==> config.mk <==
export PLATFORM = sky130hd
export DESIGN_NAME = text_pen_layout_with_tab_stops
export DESIGN_NICKNAME = d
export VERILOG_FILES = /design/src/rtl/core/tpl_pkg.sv /design/src/rtl/core/tpl_urem.sv /design/src/rtl/core/tpl_datapath.sv /design/src/rtl/core/tpl_ctrl.sv /design/src/rtl/core/text_pen_layout_with_tab_stops.sv
export SDC_FILE = /design/constraint.sdc
export NUM_CORES = 1
export LEC_CHECK = 0
export ABC_CLOCK_PERIOD_IN_PS = 9700
export BUFFER_PORTS_ARGS = -buffer_cell sky130_fd_sc_hd__buf_4
export CAP_MARGIN = 15
export CELL_PAD_IN_SITES_DETAIL_PLACEMENT = 1
export CELL_PAD_IN_SITES_GLOBAL_PLACEMENT = 1
export CORE_MARGIN = 2
export CORE_UTILIZATION = 25
export DETAILED_ROUTE_END_ITERATION = 10
export GPL_TIMING_DRIVEN = 0
export PLACE_DENSITY_LB_ADDON = 0.1
export SLEW_MARGIN = 20
export SYNTH_ARGS = -nofsm -noshare
export SYNTH_HDL_FRONTEND = slang
export SYNTH_HIERARCHICAL = 1
export SYNTH_SLANG_ARGS = --single-unit
==> constraint.sdc <==
create_clock -name clock -period 9.7 [get_ports clock]
set_clock_uncertainty 0.1 [all_clocks]
set_input_delay 1.455 -clock clock [delete_from_list [all_inputs] [get_ports clock]]
set_output_delay 1.455 -clock clock [all_outputs]
set_load 0.05 [all_outputs]
==> src/rtl/core/tpl_pkg.sv <==
// Types, constants and helper functions shared by the text pen layout block.
// No dependencies; every other file of the block but tpl_urem refers to this package by scope.

package tpl_pkg;

   // field widths
   localparam int CHAR_W     = 8;
   localparam int COORD_W    = 16;
   localparam int WIDTH_W    = 16;
   localparam int CSR_ADDR_W = 3;
   localparam int CSR_DATA_W = 16;

   // control characters
   localparam logic [CHAR_W-1:0] CH_TAB     = 8'h09;
   localparam logic [CHAR_W-1:0] CH_NEWLINE = 8'h0A;
   localparam logic [CHAR_W-1:0] CH_RETURN  = 8'h0D;
   localparam logic [CHAR_W-1:0] CH_SPACE   = 8'h20;

   // register indexes
   localparam logic [CSR_ADDR_W-1:0] CSR_ORIGIN_X      = 3'd0;
   localparam logic [CSR_ADDR_W-1:0] CSR_ORIGIN_Y      = 3'd1;
   localparam logic [CSR_ADDR_W-1:0] CSR_SPACE_ADVANCE = 3'd2;
   localparam logic [CSR_ADDR_W-1:0] CSR_LINE_HEIGHT   = 3'd3;
   localparam logic [CSR_ADDR_W-1:0] CSR_DRAW_COLOR    = 3'd4;

   // register reset values
   localparam logic [7:0] SPACE_ADVANCE_RST = 8'd8;
   localparam logic [7:0] LINE_HEIGHT_RST   = 8'd8;

   // input item
   typedef struct packed {
      logic [CHAR_W-1:0] char_code;
      logic              glyph_found;
      logic [7:0]        glyph_advance;
      logic              is_last;
   } req_type;

   // result item
   typedef struct packed {
      logic                      draw_enable;
      logic [CHAR_W-1:0]         glyph_code;
      logic signed [COORD_W-1:0] draw_x;
      logic signed [COORD_W-1:0] draw_y;
      logic                      string_done;
      logic [WIDTH_W-1:0]        text_width;
   } rsp_type;

   // controller to datapath
   typedef struct packed {
      logic latch_req;
      logic div_start;
      logic commit;
   } cmd_type;

   // datapath to controller
   typedef struct packed {
      logic need_div;
      logic div_done;
   } stat_type;

   // clamp a widened signed sum to the 16-bit signed range
   function automatic logic signed [COORD_W-1:0] sat_s16(input logic signed [COORD_W+1:0] v);
      logic signed [COORD_W-1:0] r;
      if (v > 18'sd32767) begin
         r = 16'sh7FFF;
      end else if (v < -18'sd32768) begin
         r = 16'sh8000;
      end else begin
         r = v[COORD_W-1:0];
      end
      return r;
   endfunction

   // clamp a widened unsigned sum at 65535
   function automatic logic [WIDTH_W-1:0] sat_u16(input logic [WIDTH_W:0] v);
      logic [WIDTH_W-1:0] r;
      r = v[WIDTH_W] ? {WIDTH_W{1'b1}} : v[WIDTH_W-1:0];
      return r;
   endfunction

endpackage

==> src/rtl/core/tpl_urem.sv <==
// Iterative unsigned remainder unit, one quotient bit per cycle (restoring).
// Standalone; used by tpl_datapath for the tab stop distance.

module tpl_urem #(
   parameter int DW = 16,
   parameter int VW = 12
) (
   input  logic          clock,
   input  logic          reset,
   input  logic          start,
   input  logic [DW-1:0] dividend,
   input  logic [VW-1:0] divisor,
   output logic          done,
   output logic [VW-1:0] remainder
);

   localparam int CNT_W = $clog2(DW + 1);

   logic             busy_ff;
   logic             done_ff;
   logic [CNT_W-1:0] cnt_ff;
   logic [DW-1:0]    dvd_ff;
   logic [VW-1:0]    dsr_ff;
   logic [VW-1:0]    rem_ff;

   logic [VW:0]      trial;
   logic [VW:0]      diff;
   logic             fits;
   logic             last_step;

   // shift in the next dividend bit and try the subtract
   assign trial     = {rem_ff, dvd_ff[DW-1]};
   assign diff      = trial - {1'b0, dsr_ff};
   assign fits      = trial >= {1'b0, dsr_ff};
   assign last_step = cnt_ff == CNT_W'(DW - 1);

   // control
   always_ff @(posedge clock) begin
      if (reset) begin
         busy_ff <= 1'b0;
         done_ff <= 1'b0;
         cnt_ff  <= '0;
      end else begin
         done_ff <= 1'b0;
         if (start) begin
            busy_ff <= 1'b1;
            cnt_ff  <= '0;
         end else if (busy_ff) begin
            cnt_ff <= cnt_ff + 1'b1;
            if (last_step) begin
               busy_ff <= 1'b0;
               done_ff <= 1'b1;
            end
         end
      end
   end

   // operands and partial remainder
   always_ff @(posedge clock) begin
      if (start) begin
         dvd_ff <= dividend;
         dsr_ff <= divisor;
         rem_ff <= '0;
      end else if (busy_ff) begin
         dvd_ff <= {dvd_ff[DW-2:0], 1'b0};
         rem_ff <= fits ? diff[VW-1:0] : trial[VW-1:0];
      end
   end

   assign done      = done_ff;
   assign remainder = rem_ff;

endmodule

==> src/rtl/core/tpl_datapath.sv <==
// Datapath of the text pen layout: configuration registers, pen and width state,
// the tab remainder unit and the result register. Depends on tpl_pkg and tpl_urem.

module tpl_datapath #(
   parameter int TAB_COLUMNS = 8
) (
   input  logic                           clock,
   input  logic                           reset,
   input  logic                           csr_we,
   input  logic [tpl_pkg::CSR_ADDR_W-1:0] csr_addr,
   input  logic [tpl_pkg::CSR_DATA_W-1:0] csr_wdata,
   input  tpl_pkg::req_type               req_data,
   input  tpl_pkg::cmd_type               cmd,
   output tpl_pkg::stat_type              stat,
   output tpl_pkg::rsp_type               rsp_data
);

   localparam int TW_W = 8 + $clog2(TAB_COLUMNS + 1);
   localparam int CW   = tpl_pkg::COORD_W;
   localparam int WW   = tpl_pkg::WIDTH_W;

   // configuration
   logic signed [CW-1:0] origin_x_ff;
   logic signed [CW-1:0] origin_y_ff;
   logic [7:0]           space_adv_ff;
   logic [7:0]           line_height_ff;

   // layout state
   logic                 in_string_ff;
   logic signed [CW-1:0] pen_x_ff;
   logic signed [CW-1:0] pen_y_ff;
   logic [WW-1:0]        row_len_ff;
   logic [WW-1:0]        widest_ff;

   tpl_pkg::req_type     item_ff;
   tpl_pkg::rsp_type     rsp_ff;
   tpl_pkg::rsp_type     rsp_in;

   logic signed [CW-1:0] cur_x;
   logic signed [CW-1:0] cur_y;
   logic [WW-1:0]        cur_lw;
   logic [WW-1:0]        cur_wide;
   logic [WW-1:0]        closed_wide;

   logic [TW_W-1:0]      stop_span;
   logic [TW_W-1:0]      tab_rem;
   logic [TW_W-1:0]      tab_step;
   logic [TW_W-1:0]      add_amt;
   logic                 is_tab;
   logic                 div_done;

   logic signed [CW+1:0] x_sum;
   logic signed [CW+1:0] y_sum;
   logic [WW:0]          lw_sum;

   logic signed [CW-1:0] pen_x_in;
   logic signed [CW-1:0] pen_y_in;
   logic [WW-1:0]        row_len_in;
   logic [WW-1:0]        widest_in;
   logic                 draw;

   // register writes; the draw color index is accepted but not stored here
   always_ff @(posedge clock) begin
      if (reset) begin
         origin_x_ff    <= '0;
         origin_y_ff    <= '0;
         space_adv_ff   <= tpl_pkg::SPACE_ADVANCE_RST;
         line_height_ff <= tpl_pkg::LINE_HEIGHT_RST;
      end else if (csr_we) begin
         case (csr_addr)
            tpl_pkg::CSR_ORIGIN_X:      origin_x_ff    <= csr_wdata;
            tpl_pkg::CSR_ORIGIN_Y:      origin_y_ff    <= csr_wdata;
            tpl_pkg::CSR_SPACE_ADVANCE: space_adv_ff   <= csr_wdata[7:0];
            tpl_pkg::CSR_LINE_HEIGHT:   line_height_ff <= csr_wdata[7:0];
            tpl_pkg::CSR_DRAW_COLOR: begin
            end
            default: begin
            end
         endcase
      end
   end

   // item capture on an input transfer
   always_ff @(posedge clock) begin
      if (cmd.latch_req) begin
         item_ff <= req_data;
      end
   end

   // a string starts from the origin
   assign cur_x    = in_string_ff ? pen_x_ff : origin_x_ff;
   assign cur_y    = in_string_ff ? pen_y_ff : origin_y_ff;
   assign cur_lw   = in_string_ff ? row_len_ff : '0;
   assign cur_wide = in_string_ff ? widest_ff : '0;
   assign closed_wide = (cur_lw > cur_wide) ? cur_lw : cur_wide;

   // tab stop spacing and remainder of the line width
   assign stop_span = TW_W'(space_adv_ff) * TW_W'(TAB_COLUMNS);
   assign is_tab    = item_ff.char_code == tpl_pkg::CH_TAB;

   tpl_urem #(
      .DW (WW),
      .VW (TW_W)
   ) u_urem (
      .clock     (clock),
      .reset     (reset),
      .start     (cmd.div_start),
      .dividend  (cur_lw),
      .divisor   (stop_span),
      .done      (div_done),
      .remainder (tab_rem)
   );

   assign tab_step = (stop_span == '0) ? '0 : stop_span - tab_rem;

   assign stat.need_div = is_tab && (stop_span != '0);
   assign stat.div_done = div_done;

   // tab steps and glyph advances share the pen x and line width adders
   assign add_amt = is_tab ? tab_step : TW_W'(item_ff.glyph_advance);
   assign x_sum   = (CW+2)'(cur_x) + (CW+2)'(add_amt);
   assign lw_sum  = (WW+1)'(cur_lw) + (WW+1)'(add_amt);
   assign y_sum   = (CW+2)'(cur_y) + (CW+2)'(line_height_ff);

   // next layout state
   always_comb begin
      pen_x_in   = cur_x;
      pen_y_in   = cur_y;
      row_len_in = cur_lw;
      widest_in  = cur_wide;
      draw       = 1'b0;
      case (item_ff.char_code)
         tpl_pkg::CH_NEWLINE: begin
            widest_in  = closed_wide;
            row_len_in = '0;
            pen_x_in   = origin_x_ff;
            pen_y_in   = tpl_pkg::sat_s16(y_sum);
         end
         tpl_pkg::CH_RETURN: begin
            widest_in  = closed_wide;
            row_len_in = '0;
            pen_x_in   = origin_x_ff;
         end
         tpl_pkg::CH_TAB: begin
            pen_x_in   = tpl_pkg::sat_s16(x_sum);
            row_len_in = tpl_pkg::sat_u16(lw_sum);
         end
         default: begin
            if (item_ff.glyph_found) begin
               draw       = 1'b1;
               pen_x_in   = tpl_pkg::sat_s16(x_sum);
               row_len_in = tpl_pkg::sat_u16(lw_sum);
            end
         end
      endcase
   end

   // result fields
   always_comb begin
      rsp_in.draw_enable = draw;
      rsp_in.glyph_code  = draw ? item_ff.char_code : '0;
      rsp_in.draw_x      = draw ? cur_x : '0;
      rsp_in.draw_y      = draw ? cur_y : '0;
      rsp_in.string_done = item_ff.is_last;
      rsp_in.text_width  = (row_len_in > widest_in) ? row_len_in : widest_in;
   end

   // string-open flag; a last item sends the next string back to the origin
   always_ff @(posedge clock) begin
      if (reset) begin
         in_string_ff <= 1'b0;
      end else if (cmd.commit) begin
         in_string_ff <= !item_ff.is_last;
      end
   end

   // layout state and result register
   always_ff @(posedge clock) begin
      if (cmd.commit) begin
         pen_x_ff   <= pen_x_in;
         pen_y_ff   <= pen_y_in;
         row_len_ff <= row_len_in;
         widest_ff  <= widest_in;
         rsp_ff     <= rsp_in;
      end
   end

   assign rsp_data = rsp_ff;

endmodule

==> src/rtl/core/tpl_ctrl.sv <==
// Controller of the text pen layout: sequences capture, tab remainder and commit,
// and owns both handshakes. Depends on tpl_pkg.

module tpl_ctrl (
   input  logic              clock,
   input  logic              reset,
   input  logic              req_valid,
   output logic              req_ready,
   output logic              rsp_valid,
   input  logic              rsp_ready,
   input  tpl_pkg::stat_type stat,
   output tpl_pkg::cmd_type  cmd
);

   localparam logic [1:0] ST_IDLE   = 2'd0;
   localparam logic [1:0] ST_DECODE = 2'd1;
   localparam logic [1:0] ST_DIV    = 2'd2;
   localparam logic [1:0] ST_EXEC   = 2'd3;

   logic [1:0] state_ff;
   logic [1:0] state_in;
   logic       rsp_valid_ff;
   logic       rsp_valid_in;
   logic       out_free;

   assign req_ready = state_ff == ST_IDLE;
   assign out_free  = !rsp_valid_ff || rsp_ready;

   // commands
   assign cmd.latch_req = req_valid && req_ready;
   assign cmd.div_start = (state_ff == ST_DECODE) && stat.need_div;
   assign cmd.commit    = (state_ff == ST_EXEC) && out_free;

   // next state
   always_comb begin
      state_in = state_ff;
      case (state_ff)
         ST_IDLE: begin
            if (req_valid) begin
               state_in = ST_DECODE;
            end
         end
         ST_DECODE: begin
            state_in = stat.need_div ? ST_DIV : ST_EXEC;
         end
         ST_DIV: begin
            if (stat.div_done) begin
               state_in = ST_EXEC;
            end
         end
         ST_EXEC: begin
            if (out_free) begin
               state_in = ST_IDLE;
            end
         end
         default: begin
            state_in = ST_IDLE;
         end
      endcase
   end

   // output slot occupancy
   always_comb begin
      rsp_valid_in = rsp_valid_ff;
      if (cmd.commit) begin
         rsp_valid_in = 1'b1;
      end else if (rsp_ready) begin
         rsp_valid_in = 1'b0;
      end
   end

   always_ff @(posedge clock) begin
      if (reset) begin
         state_ff     <= ST_IDLE;
         rsp_valid_ff <= 1'b0;
      end else begin
         state_ff     <= state_in;
         rsp_valid_ff <= rsp_valid_in;
      end
   end

   assign rsp_valid = rsp_valid_ff;

endmodule

==> src/rtl/core/text_pen_layout_with_tab_stops.sv <==
// Text pen layout with tab stops: one character in, one draw/status result out.
// Each item passes the idle, decode and exec states; a tab with a nonzero stop spacing
// also passes the div state for the bit-serial remainder (one bit per cycle over 16 bits).
// A new item is taken only once the last one is committed, while its result may
// still wait in the output register. Reset is synchronous, active high:
// it restores register defaults and puts the pen at the origin for the next string.

module text_pen_layout_with_tab_stops #(
   parameter int TAB_COLUMNS = 8
) (
   input  logic                           clock,
   input  logic                           reset,
   input  logic                           req_valid,
   output logic                           req_ready,
   input  tpl_pkg::req_type               req_data,
   output logic                           rsp_valid,
   input  logic                           rsp_ready,
   output tpl_pkg::rsp_type               rsp_data,
   input  logic                           csr_we,
   input  logic [tpl_pkg::CSR_ADDR_W-1:0] csr_addr,
   input  logic [tpl_pkg::CSR_DATA_W-1:0] csr_wdata
);

   tpl_pkg::cmd_type  cmd;
   tpl_pkg::stat_type stat;

   // sequencing and handshakes
   tpl_ctrl u_ctrl (
      .clock     (clock),
      .reset     (reset),
      .req_valid (req_valid),
      .req_ready (req_ready),
      .rsp_valid (rsp_valid),
      .rsp_ready (rsp_ready),
      .stat      (stat),
      .cmd       (cmd)
   );

   // registers, layout state and result
   tpl_datapath #(
      .TAB_COLUMNS (TAB_COLUMNS)
   ) u_datapath (
      .clock     (clock),
      .reset     (reset),
      .csr_we    (csr_we),
      .csr_addr  (csr_addr),
      .csr_wdata (csr_wdata),
      .req_data  (req_data),
      .cmd       (cmd),
      .stat      (stat),
      .rsp_data  (rsp_data)
   );

endmodule

==> results of run 1 <==
## cell type report
type                    instances  area [sq um]
clock buffers                  46         927.1
repair buffers                102         785.8
clock inverters                14         172.7
multi-input cells            1038          7029
fillers                      6352         38400
plain buffers                  61         266.5
inverters                      86         322.8
flip-flops and latches        239          6466
well taps                     748         935.9
## worst max-delay path by stage
stage / end / depth (start not counted) / startpoint / slack [ns]
after global routing: u_datapath/rsp_data[3]$_DFFE_PP_ / 23 / u_datapath/in_string_ff$_SDFFE_PP0P_ / 0.50
after detailed placement: u_datapath/rsp_data[3]$_DFFE_PP_ / 23 / u_datapath/in_string_ff$_SDFFE_PP0P_ / 0.96
after floorplan: u_datapath/rsp_data[10]$_DFFE_PP_ / 22 / u_datapath/item_ff[15]$_DFFE_PP_ / 3.49
after CTS: u_datapath/rsp_data[3]$_DFFE_PP_ / 23 / u_datapath/in_string_ff$_SDFFE_PP0P_ / 0.90
final: u_datapath/rsp_data[3]$_DFFE_PP_ / 23 / u_datapath/in_string_ff$_SDFFE_PP0P_ / 0.97
after global placement: u_datapath/rsp_data[2]$_DFFE_PP_ / 23 / u_datapath/in_string_ff$_SDFFE_PP0P_ / 0.97
## stage by stage
step	area (sq um)	total power (uW)	hold WS, ns
CTS	16910	4199	0.3576
detailed placement	15810	2900	0.3552
global route	16910	4373	0.3751
floorplan	14070	2414	0.3272
global placement	15770	2889	0.3318
finish	16910	4127	0.3582
## sequential cells by signal (all words and copies together), names as in the netlist, 2 cells and up
| register | cells |
|---|---|
| u_datapath/pen_y_ff | 16 |
| u_datapath/u_urem/cnt_ff | 5 |
| u_datapath/widest_ff | 16 |
| u_datapath/item_ff | 18 |
| u_datapath/u_urem/dvd_ff | 16 |
| u_datapath/space_adv_ff | 8 |
| u_datapath/row_len_ff | 16 |
| u_datapath/pen_x_ff | 16 |
| u_datapath/rsp_data | 58 |
| u_datapath/u_urem/remainder | 12 |
| u_datapath/origin_x_ff | 16 |
| u_ctrl/state_ff | 2 |
| u_datapath/origin_y_ff | 16 |
| u_datapath/line_height_ff | 8 |
| u_datapath/u_urem/dsr_ff | 12 |
## metal layers
metal  vias up  track usage (%)  share of wire [%]
li1       5494                -                  -
met1      5688            22.55                 46
met2       154            29.43                 49
met3        66            1.990                2.6
met4         0            5.686                2.5
met5         -                0                  0
## report_power, final
part | switching (uW) | leakage (uW) | total (uW) | internal (uW)
Sequential | 78.1 | 0.00215 | 1340 | 1260
Combinational | 972 | 0.00388 | 1530 | 557
Clock | 487 | 0.000536 | 1260 | 776
## cell families after synthesis
logic type | count (synthesis) | synth area share, %
adders and majority gates | 93 | 8.490
xor gates and xnor gates | 39 | 2.429
AOI/OAI and AO/OA | 348 | 17.03
other | 1 | 0.02667
buffers and inverters | 147 | 4.138
and+or+nand+nor | 478 | 16.13
muxes | 76 | 5.767
DFF | 239 | 45.99
## cell usage in the layout, fill, tap and decap left out, types with 7 or more instances in the layout
cell type / Yosys / final
buf_4: 2 / 102
a21oi_1: 104 / 104
nor2b_1: 12 / 12
o21a_1: 8 / 8
xnor2_1: 24 / 24
o21ai_0: 56 / 56
ha_1: 89 / 89
clkbuf_1: 40 / 50
mux2_2: 40 / 40
a21o_1: 15 / 15
nand4_1: 16 / 16
nor3_1: 23 / 23
o21ai_1: 9 / 9
a211oi_1: 23 / 23
mux2i_1: 36 / 36
nor2_1: 106 / 106
edfxtp_1: 168 / 168
o211ai_1: 7 / 7
or2_2: 7 / 7
and2_1: 18 / 17
dfxtp_1: 71 / 71
o21bai_1: 7 / 7
a31oi_1: 24 / 24
buf_2: 12 / 12
a311oi_2: 10 / 10
a211o_1: 10 / 10
nand2b_1: 12 / 12
xor2_1: 15 / 15
o22ai_1: 10 / 10
nand3_1: 34 / 34
and3_1: 20 / 20
inv_1: 85 / 85
clkbuf_16: 0 / 35
nand2_1: 187 / 187
nor4_1: 8 / 8
## worst max-delay path, stage by stage, from the launching register on
cell and delay [ns]:
dfxtp_1 0.34, buf_2 0.26, buf_2 0.41, buf_1 0.68, clkbuf_1 0.57, buf_1 0.83, clkbuf_1 0.47, nand2_1 0.11
ha_1 0.35, nand4_1 0.19, or4_1 0.57, nand3_2 0.19, buf_2 0.30, nand3_1 0.11, o21ai_1 0.25, inv_1 0.08
ha_1 0.32, nand4_1 0.12, or3_1 0.41, o32ai_1 0.31, a31o_2 0.15, buf_1 0.37, clkbuf_1 0.55, mux2_2 0.41
==> out/metrics.cfg, run 1 <==
[sta]
rsz0062_at_grt = no
relSlewSlack_pct = 26.92
tns_ns = 0
fin_ws_ns = 0.9719
period_share_pct = 89.98
max_freq_mhz = 114.6
slew_viol_final = 0
min_period_ns = 8.728
worstMarginPinSlew_ns = 1.096
finalSetupViolCount = 0
hold_violations = 0

[routing]
ant_nets = 0
first_iter_violations = 487
vias = 11400
wl_um = 49610
vias_per_cell = 4.885
drt_first_pass_iters = 5
wl_per_cell_um = 21.25
drc = 0

[cts]
cts_buffer_depth = 3
h-tree-depth = 2
cts_root_buf = clkbuf_16
post-cts-setup-buffers = 0
cts.reportedPaths.clkPinSlew_ns = 0.05
numClockSinks = 239
cts.repair.resized = 0
cts_tree = done
ctsHoldBuffers = 0
insertion_delay_ns = 0.54
numCtsBuffers = 34

[critical_path]
end_kind = register
critical_path_required_ns = 9.88
r2r-end = u_datapath/rsp_data[3]$_DFFE_PP_
critPathMaxFanout = 10
r2r_start = u_datapath/in_string_ff$_SDFFE_PP0P_
worst-endpoint-arrival_ns = 8.91
crit_type = reg2reg
startpoint_type = register
reg2regPathDepth = 23
r2r_setup_slack_ns = 0.97

[power]
p_leak_uw = 0.006567
ir_drop_v = 0.0001068
power.density_mw_per_mm2 = 244.1

[synth]
synth_seq_cells = 239
synth_edf_count = 168
synth_commonest_cells = nand2_1, edfxtp_1, nor2_1
synth_top_area_share_pct = 35.88
yosysMostFrequentCell = nand2_1
seq_area_frac_synth_pct = 45.99
ys.flop_type = edfxtp_1
syn_area_sq_mm = 0.01406
async_flop_share_pct = 0
synthTopCellsByArea = edfxtp_1, dfxtp_1, ha_1
syn-instance-count = 1421
syn_avg_cell_area_sq_um = 9.894
synth_top_area_cell = edfxtp_1
yosysWarnings = 6
ys_types = 94

[hold_path]
min_from = u_datapath/origin_y_ff[1]$_SDFFE_PP0P_
timing.hold.worst.class = reg2reg
hold_depth = 2
hold_end = u_datapath/origin_y_ff[1]$_SDFFE_PP0P_

[cells_and_area]
antenna-diode-count = 0
nNetsFinal = 1697
final_cell_count_no_fill = 2334
areaGrowthSynthToFinish_pct = 20.25
drive_gt1_share_pct = 15.95
final_util_pct = 30.57

[die]
die_h_um = 241.1
coreArea_sq_mm = 0.05531
dieWidth_um = 241.1
initial_utilization_pct = 25.42
ios = 102
die_area_sq_mm = 0.05815
placement_rows = 86

[place]
place_hpwl_um = 37620
dpl_worst_slack_ns = 0.9629
gp_congestion = 0.7939
place_inst = 2274
io_buffers = 101

[grt]
antenna_found_initial = 0
grt_use_total_pct = 17.22
grt_pass1_vias = 11950
grt_max_degree = 84
grt_pass1_wl_um = 74730
gr-total-overflow = 0

[flow_run]
max-cap-violations = 0

[outcome]
status = completed

No activity file was read; power rests on OpenSTA's default activity.
==> run 2: changes to the inputs <==
--- a/config.mk
+++ b/config.mk
@@ -15,6 +15,7 @@
 export DETAILED_ROUTE_END_ITERATION = 10
 export GPL_TIMING_DRIVEN = 0
 export PLACE_DENSITY_LB_ADDON = 0.1
+export RECOVER_POWER = 25
 export SLEW_MARGIN = 20
 export SYNTH_ARGS = -nofsm -noshare
 export SYNTH_HDL_FRONTEND = slang
==> run 2 against run 1 <==
The run now ends with capacitance limit, slew limit left. Maximum frequency grew 0.12%. Register-to-register slack is essentially flat. Non-clock buffer count did not move. Worst hold slack is essentially flat. Sequential share of layout area increased by 0.12 points. Via count is 0.15% lower. Critical path depth unchanged. Setup slack gained 0.011 ns. Routed wire length is 0.11% lower. Cell count unchanged. Critical path type unchanged. Largest cell class unchanged. Largest power group unchanged.
==> out/metrics.cfg, run 2 (synthesis results as in run 1) <==
[outcome]
status = complete, but fails checks
violations = capacitance limit, slew limit

[power]
power_frac_seq_pct = 32.6
power_frac_clock_pct = 30.6
ir_drop_v = 0.0001070
switching_power_uw = 1537
p_int_uw = 2594
p_leak_uw = 0.006506
combPwrFrac_pct = 36.8
switching_share_pct = 37.20
power.density_mw_per_mm2 = 245.1

[cts]
h-tree-depth = 2
cts_root_buf = clkbuf_16
cts_buffer_depth = 3
numCtsBuffers = 34
cts.repair.resized = 0
cts.reportedPaths.clkPinSlew_ns = 0.05
post-cts-setup-buffers = 0
cts_tree = done
ctsHoldBuffers = 0
insertion_delay_ns = 0.55
numClockSinks = 239

[cells_and_area]
final_cell_area_sq_mm = 0.01685
fill_cells = 6360
layout_common_cells = nand2_1, edfxtp_1, nor2_1
areaGrowthSynthToFinish_pct = 19.87
nNetsFinal = 1697
final_common_cell = nand2_1
regArea_sq_mm = 0.006466
largest_register_ffs = 58
multi_input_area_sq_mm = 0.007015
final_cell_count_no_fill = 2334
antenna-diode-count = 0
drive_gt1_share_pct = 15.64

[hold_path]
timing.hold.worst.class = reg2reg
hold_depth = 0
min_from = u_datapath/item_ff[0]$_DFFE_PP_
hold_end = u_datapath/rsp_data[16]$_DFFE_PP_

[die]
placement_rows = 86
die_area_sq_mm = 0.05815
ios = 102
initial_utilization_pct = 25.42
coreArea_sq_mm = 0.05531
dieWidth_um = 241.1
die_h_um = 241.1

[sta]
max_freq_mhz = 114.7
hold_violations = 0
rsz0062_at_grt = no
min_period_ns = 8.717
slew_viol_final = 146
tns_ns = 0
finalSetupViolCount = 0
relSlewSlack_pct = -236.3
period_share_pct = 89.87
worstMarginPinSlew_ns = 5.045

[critical_path]
crit_slowest_cell = buf_1
slowest_delay_ns = 0.82
end_kind = register
cp-startpoint = u_datapath/in_string_ff$_SDFFE_PP0P_
reg2regPathDepth = 23
r2r_setup_slack_ns = 0.98
path_cells = buf_2 -> buf_2 -> buf_1 -> clkbuf_1 -> buf_1 -> clkbuf_1 -> nand2_1 -> ha_1 -> nand4_1 -> or4_1 -> nand3_2 -> buf_2 -> nand3_1 -> o21ai_1 -> inv_1 -> ha_1 -> nand4_1 -> or3_1 -> o32ai_1 -> a31o_2 -> buf_1 -> clkbuf_1 -> mux2_2
r2r-end = u_datapath/rsp_data[3]$_DFFE_PP_
r2r_start = u_datapath/in_string_ff$_SDFFE_PP0P_
startpoint_type = register
crit_type = reg2reg
critical_path_required_ns = 9.88
worst-endpoint-arrival_ns = 8.90
critPathMaxFanout = 10

[grt]
busiest_layer = met2
grt_max_degree = 84
grt_pass1_vias = 11950
grt_pass1_wl_um = 74730
grt_use_met3_pct = 1.990
antenna_found_initial = 0
use_met1_pct = 22.55
grt_use_total_pct = 17.22
gr-usage-met2_pct = 29.43
gr-total-overflow = 0

[routing]
drc = 0
first_iter_violations = 502
drt_first_pass_iters = 4
vias = 11390
vias_per_cell = 4.878
ant_nets = 0
wl_per_cell_um = 21.23
wl_um = 49550

[flow_run]
max-cap-violations = 3

[place]
place_inst = 2274
gp_congestion = 0.7939
place_hpwl_um = 37620
placed_cell_area_sq_mm = 0.01581
io_buffers = 101

==> run 2: changes by cell type in the layout (fill, tap and decap cells not counted), sizes merged <==
cell / before / now
clkbuf: 86 / 109
buf: 123 / 100
==> run 2: power groups by stage <==
stage,Clock (uW),Sequential [uW],Combinational (uW)
global route,1340,1370,1670
floorplan,0,1420,991
global placement,0,1360,1530
finish,1260,1350,1520
CTS,1310,1340,1550
detailed placement,0,1360,1540
==> run 2: worst max-delay path: cells and delay by family, from the launching register on <==
family,cells,cell delay [ns]
mux,1,0.41
fa+ha+maj,2,0.67
simple gates,7,1.70
compound gates,3,0.71
buf+inv,10,4.50
flops,1,0.33
==> run 2: worst max path at each step <==
stage	to	slack, ns	cells past startpoint
2_1_floorplan	u_datapath/rsp_data[10]$_DFFE_PP_	3.49	22
3_5_place_dp	u_datapath/rsp_data[3]$_DFFE_PP_	0.96	23
3_3_place_gp	u_datapath/rsp_data[2]$_DFFE_PP_	0.97	23
5_1_grt	u_datapath/rsp_data[3]$_DFFE_PP_	0.50	23
4_1_cts	u_datapath/rsp_data[3]$_DFFE_PP_	0.90	23
6_report	u_datapath/rsp_data[3]$_DFFE_PP_	0.98	23
==> run 2: stage by stage <==
stage               util, %  power (uW)  hold slack [ns]  worst slack [ns]
floorplan                 -        2414           0.3272             3.493
detailed placement    28.58        2900           0.3552            0.9629
finish                30.47        4131           0.3582            0.9826
global route          30.47        4379           0.3751            0.5004
CTS                   30.57        4199           0.3576            0.9026
global placement      28.50        2889           0.3318            0.9657
==> run 2: layout make-up <==
type	instances	area share, %
Buffer	61	1.514
Clock buffer	46	5.501
Clock inverter	14	1.024
Inverter	86	1.915
Multi-Input combinational cell	1038	41.63
Sequential cell	239	38.37
Tap cell	748	5.553
Timing Repair Buffer	102	4.499
==> run 2: per-layer routing <==
| layer | vias up | wire, um |
|---|---|---|
| met4 | 0 | 1312 |
| li1 | 5495 | - |
| met3 | 70 | 1224 |
| met1 | 5677 | 22930 |
| met5 | - | 0 |
| met2 | 143 | 24090 |
==> run 3: changes to the inputs <==
--- a/config.mk
+++ b/config.mk
@@ -5,13 +5,13 @@
 export SDC_FILE = /design/constraint.sdc
 export NUM_CORES = 1
 export LEC_CHECK = 0
-export ABC_CLOCK_PERIOD_IN_PS = 9700
+export ABC_CLOCK_PERIOD_IN_PS = 7300
 export BUFFER_PORTS_ARGS = -buffer_cell sky130_fd_sc_hd__buf_4
 export CAP_MARGIN = 15
 export CELL_PAD_IN_SITES_DETAIL_PLACEMENT = 1
 export CELL_PAD_IN_SITES_GLOBAL_PLACEMENT = 1
 export CORE_MARGIN = 2
-export CORE_UTILIZATION = 25
+export CORE_UTILIZATION = 44
 export DETAILED_ROUTE_END_ITERATION = 10
 export GPL_TIMING_DRIVEN = 0
 export PLACE_DENSITY_LB_ADDON = 0.1
==> constraint.sdc (replaced) <==
create_clock -name clock -period 7.3 [get_ports clock]
set_clock_uncertainty 0.1 [all_clocks]
set_input_delay 1.095 -clock clock [delete_from_list [all_inputs] [get_ports clock]]
set_output_delay 1.095 -clock clock [all_outputs]
set_load 0.05 [all_outputs]
==> run 3 against run 2 <==
Design area is 3.2% lower. Critical endpoint unchanged. Maximum frequency increased by 26%. The flow still finishes with violations (capacitance limit, slew limit). Global-route usage rose by 8.9 points. Core utilization up 21 points. Clock power grew 11%. Largest cell class unchanged. Register-to-register slack lost 0.57 ns.
==> out/metrics.cfg, run 3 (synthesis results as in run 1) <==
[outcome]
status = complete, but fails checks
violations = capacitance limit, slew limit

[routing]
vias_per_cell = 5.793
drc = 0
wl_per_cell_um = 21.96
ant_nets = 0
vias = 11470
drt_first_pass_iters = 5
wl_um = 43490
first_iter_violations = 632

[critical_path]
path_cells = buf_2 -> clkbuf_4 -> clkbuf_2 -> clkdlybuf4s15_2 -> clkbuf_1 -> nand2_1 -> ha_1 -> a21oi_1 -> o21ai_0 -> a21oi_1 -> o211ai_1 -> nand3_2 -> buf_2 -> o21ai_0 -> inv_1 -> ha_1 -> nand3_1 -> or3_1 -> o32ai_1 -> a31o_2 -> clkbuf_4 -> mux2_2
slowest_delay_ns = 0.56
r2r_setup_slack_ns = 0.41
worst-endpoint-arrival_ns = 7.09
critical_path_required_ns = 7.50
cp_top_family = buffers and inverters
startpoint_type = register
crit_type = reg2reg
cp-startpoint = u_datapath/in_string_ff$_SDFFE_PP0P_
critPathMaxFanout = 19
end_kind = register
r2r_start = u_datapath/in_string_ff$_SDFFE_PP0P_
cp_num_buf_inv = 8
crit_slowest_cell = clkdlybuf4s15_2

[sta]
max_freq_mhz = 145.1
worstMarginPinSlew_ns = 2.545
period_share_pct = 94.41
whs_ns = 0.3616
tns_ns = 0
relSlewSlack_pct = -69.67
slew_viol_final = 127
finalSetupViolCount = 0
hold_violations = 0
min_period_ns = 6.892
rsz0062_at_grt = no

[grt]
grt_use_met3_pct = 3.654
gr-usage-met2_pct = 46.56
antenna_found_initial = 0
use_met1_pct = 33.42
grt_pass1_vias = 12090
grt_max_degree = 93
grt_use_total_pct = 26.14
gr-total-overflow = 0
grt_pass1_wl_um = 68000
busiest_layer = met2

[cts]
ctsHoldBuffers = 0
cts.reportedPaths.clkPinSlew_ns = 0.06
numCtsBuffers = 28
h-tree-depth = 1
cts_root_buf = clkbuf_16
cts_buffer_depth = 3
cts_tree = done
insertion_delay_ns = 0.56
numClockSinks = 239

[power]
power_frac_clock_pct = 27.0
combPwrFrac_pct = 38.8
power_frac_seq_pct = 34.3
power.density_mw_per_mm2 = 319.3
ir_drop_v = 0.0001877
p_leak_uw = 0.006479
switching_power_uw = 1941
p_int_uw = 3267
switching_share_pct = 37.27

[cells_and_area]
nNetsFinal = 1691
areaGrowthSynthToFinish_pct = 16.02
largest_register_ffs = 58
antenna-diode-count = 0
drive_gt1_share_pct = 16.48
final_common_cell = nand2_1
layout_common_cells = nand2_1, edfxtp_1, nor2_1

[place]
io_buffers = 101
gp_congestion = 0.8778
place_hpwl_um = 32730

[flow_run]
max-cap-violations = 2

[hold_path]
min_from = u_datapath/origin_y_ff[1]$_SDFFE_PP0P_
timing.hold.worst.class = reg2reg

[die]
ios = 102
die_h_um = 182.8
placement_rows = 65
coreArea_sq_mm = 0.03147
die_area_sq_mm = 0.03340
dieWidth_um = 182.8
initial_utilization_pct = 44.67

==> run 3: power by group through the flow <==
stage | Clock [uW] | Sequential, uW | Combinational, uW
after global placement | 0 | 1800 | 1930
after CTS | 1430 | 1780 | 2000
after detailed placement | 0 | 1800 | 1980
final | 1400 | 1790 | 2020
after floorplan | 0 | 1890 | 1320
after global routing | 1480 | 1800 | 2220
==> run 3: timing repair <==
action                                  CTS  global route
resized for setup                         6            18
pin swaps                                 0             0
endpoints found under the setup margin   16            16
buffers inserted                          0             2
==> run 3: worst paths after layout <==
| kind | endpoint | depth (start not counted) |
|---|---|---|
| setup / recovery | u_datapath/rsp_data[3]$_DFFE_PP_ | 22 |
| hold / removal | u_datapath/origin_y_ff[1]$_SDFFE_PP0P_ | 2 |
| setup reg to reg | u_datapath/rsp_data[3]$_DFFE_PP_ | 22 |
| hold reg to reg | u_datapath/origin_y_ff[1]$_SDFFE_PP0P_ | 2 |
==> run 3: worst reg2reg max path: stages (launching register included) <==
cell             delay [ns]
dfxtp_1                0.43
buf_2                  0.28
clkbuf_4               0.40
clkbuf_2               0.36
clkdlybuf4s15_2        0.56
clkbuf_1               0.40
nand2_1                0.12
ha_1                   0.33
a21oi_1                0.07
o21ai_0                0.33
a21oi_1                0.16
o211ai_1               0.21
nand3_2                0.19
buf_2                  0.23
o21ai_0                0.35
inv_1                  0.09
ha_1                   0.33
nand3_1                0.10
or3_1                  0.38
o32ai_1                0.29
a31o_2                 0.28
clkbuf_4               0.28
mux2_2                 0.37
==> run 3: layer usage <==
| metal | vias up | part of all wire (%) |
|---|---|---|
| met5 | - | 0 |
| met1 | 5701 | 44 |
| met3 | 73 | 3.7 |
| li1 | 5466 | - |
| met4 | 0 | 2.7 |
| met2 | 230 | 50 |
==> run 3: metrics by stage <==
step | power [uW] | area, sq um | utilization [%] | std cells | worst slack [ns]
CTS | 5203 | 16310 | 51.81 | 1978 | 0.02702
finish | 5209 | 16310 | 51.83 | 1980 | 0.4079
global placement | 3730 | 15330 | 48.71 | 1927 | -0.9062
global route | 5498 | 16310 | 51.83 | 1980 | 0.009096
detailed placement | 3784 | 15370 | 48.84 | 1928 | -0.9994
floorplan | 3208 | 14070 | - | 1424 | 1.093
==> run 3: final cells by class <==
cell class	instances	area, sq um
fillers	3538	15160
well taps	402	503.0
flip-flops and latches	239	6466
repair buffers	104	770.7
inverters	86	322.8
clock inverters	11	121.4
multi-input cells	1038	7061
clock buffers	41	800.8
plain buffers	59	266.5
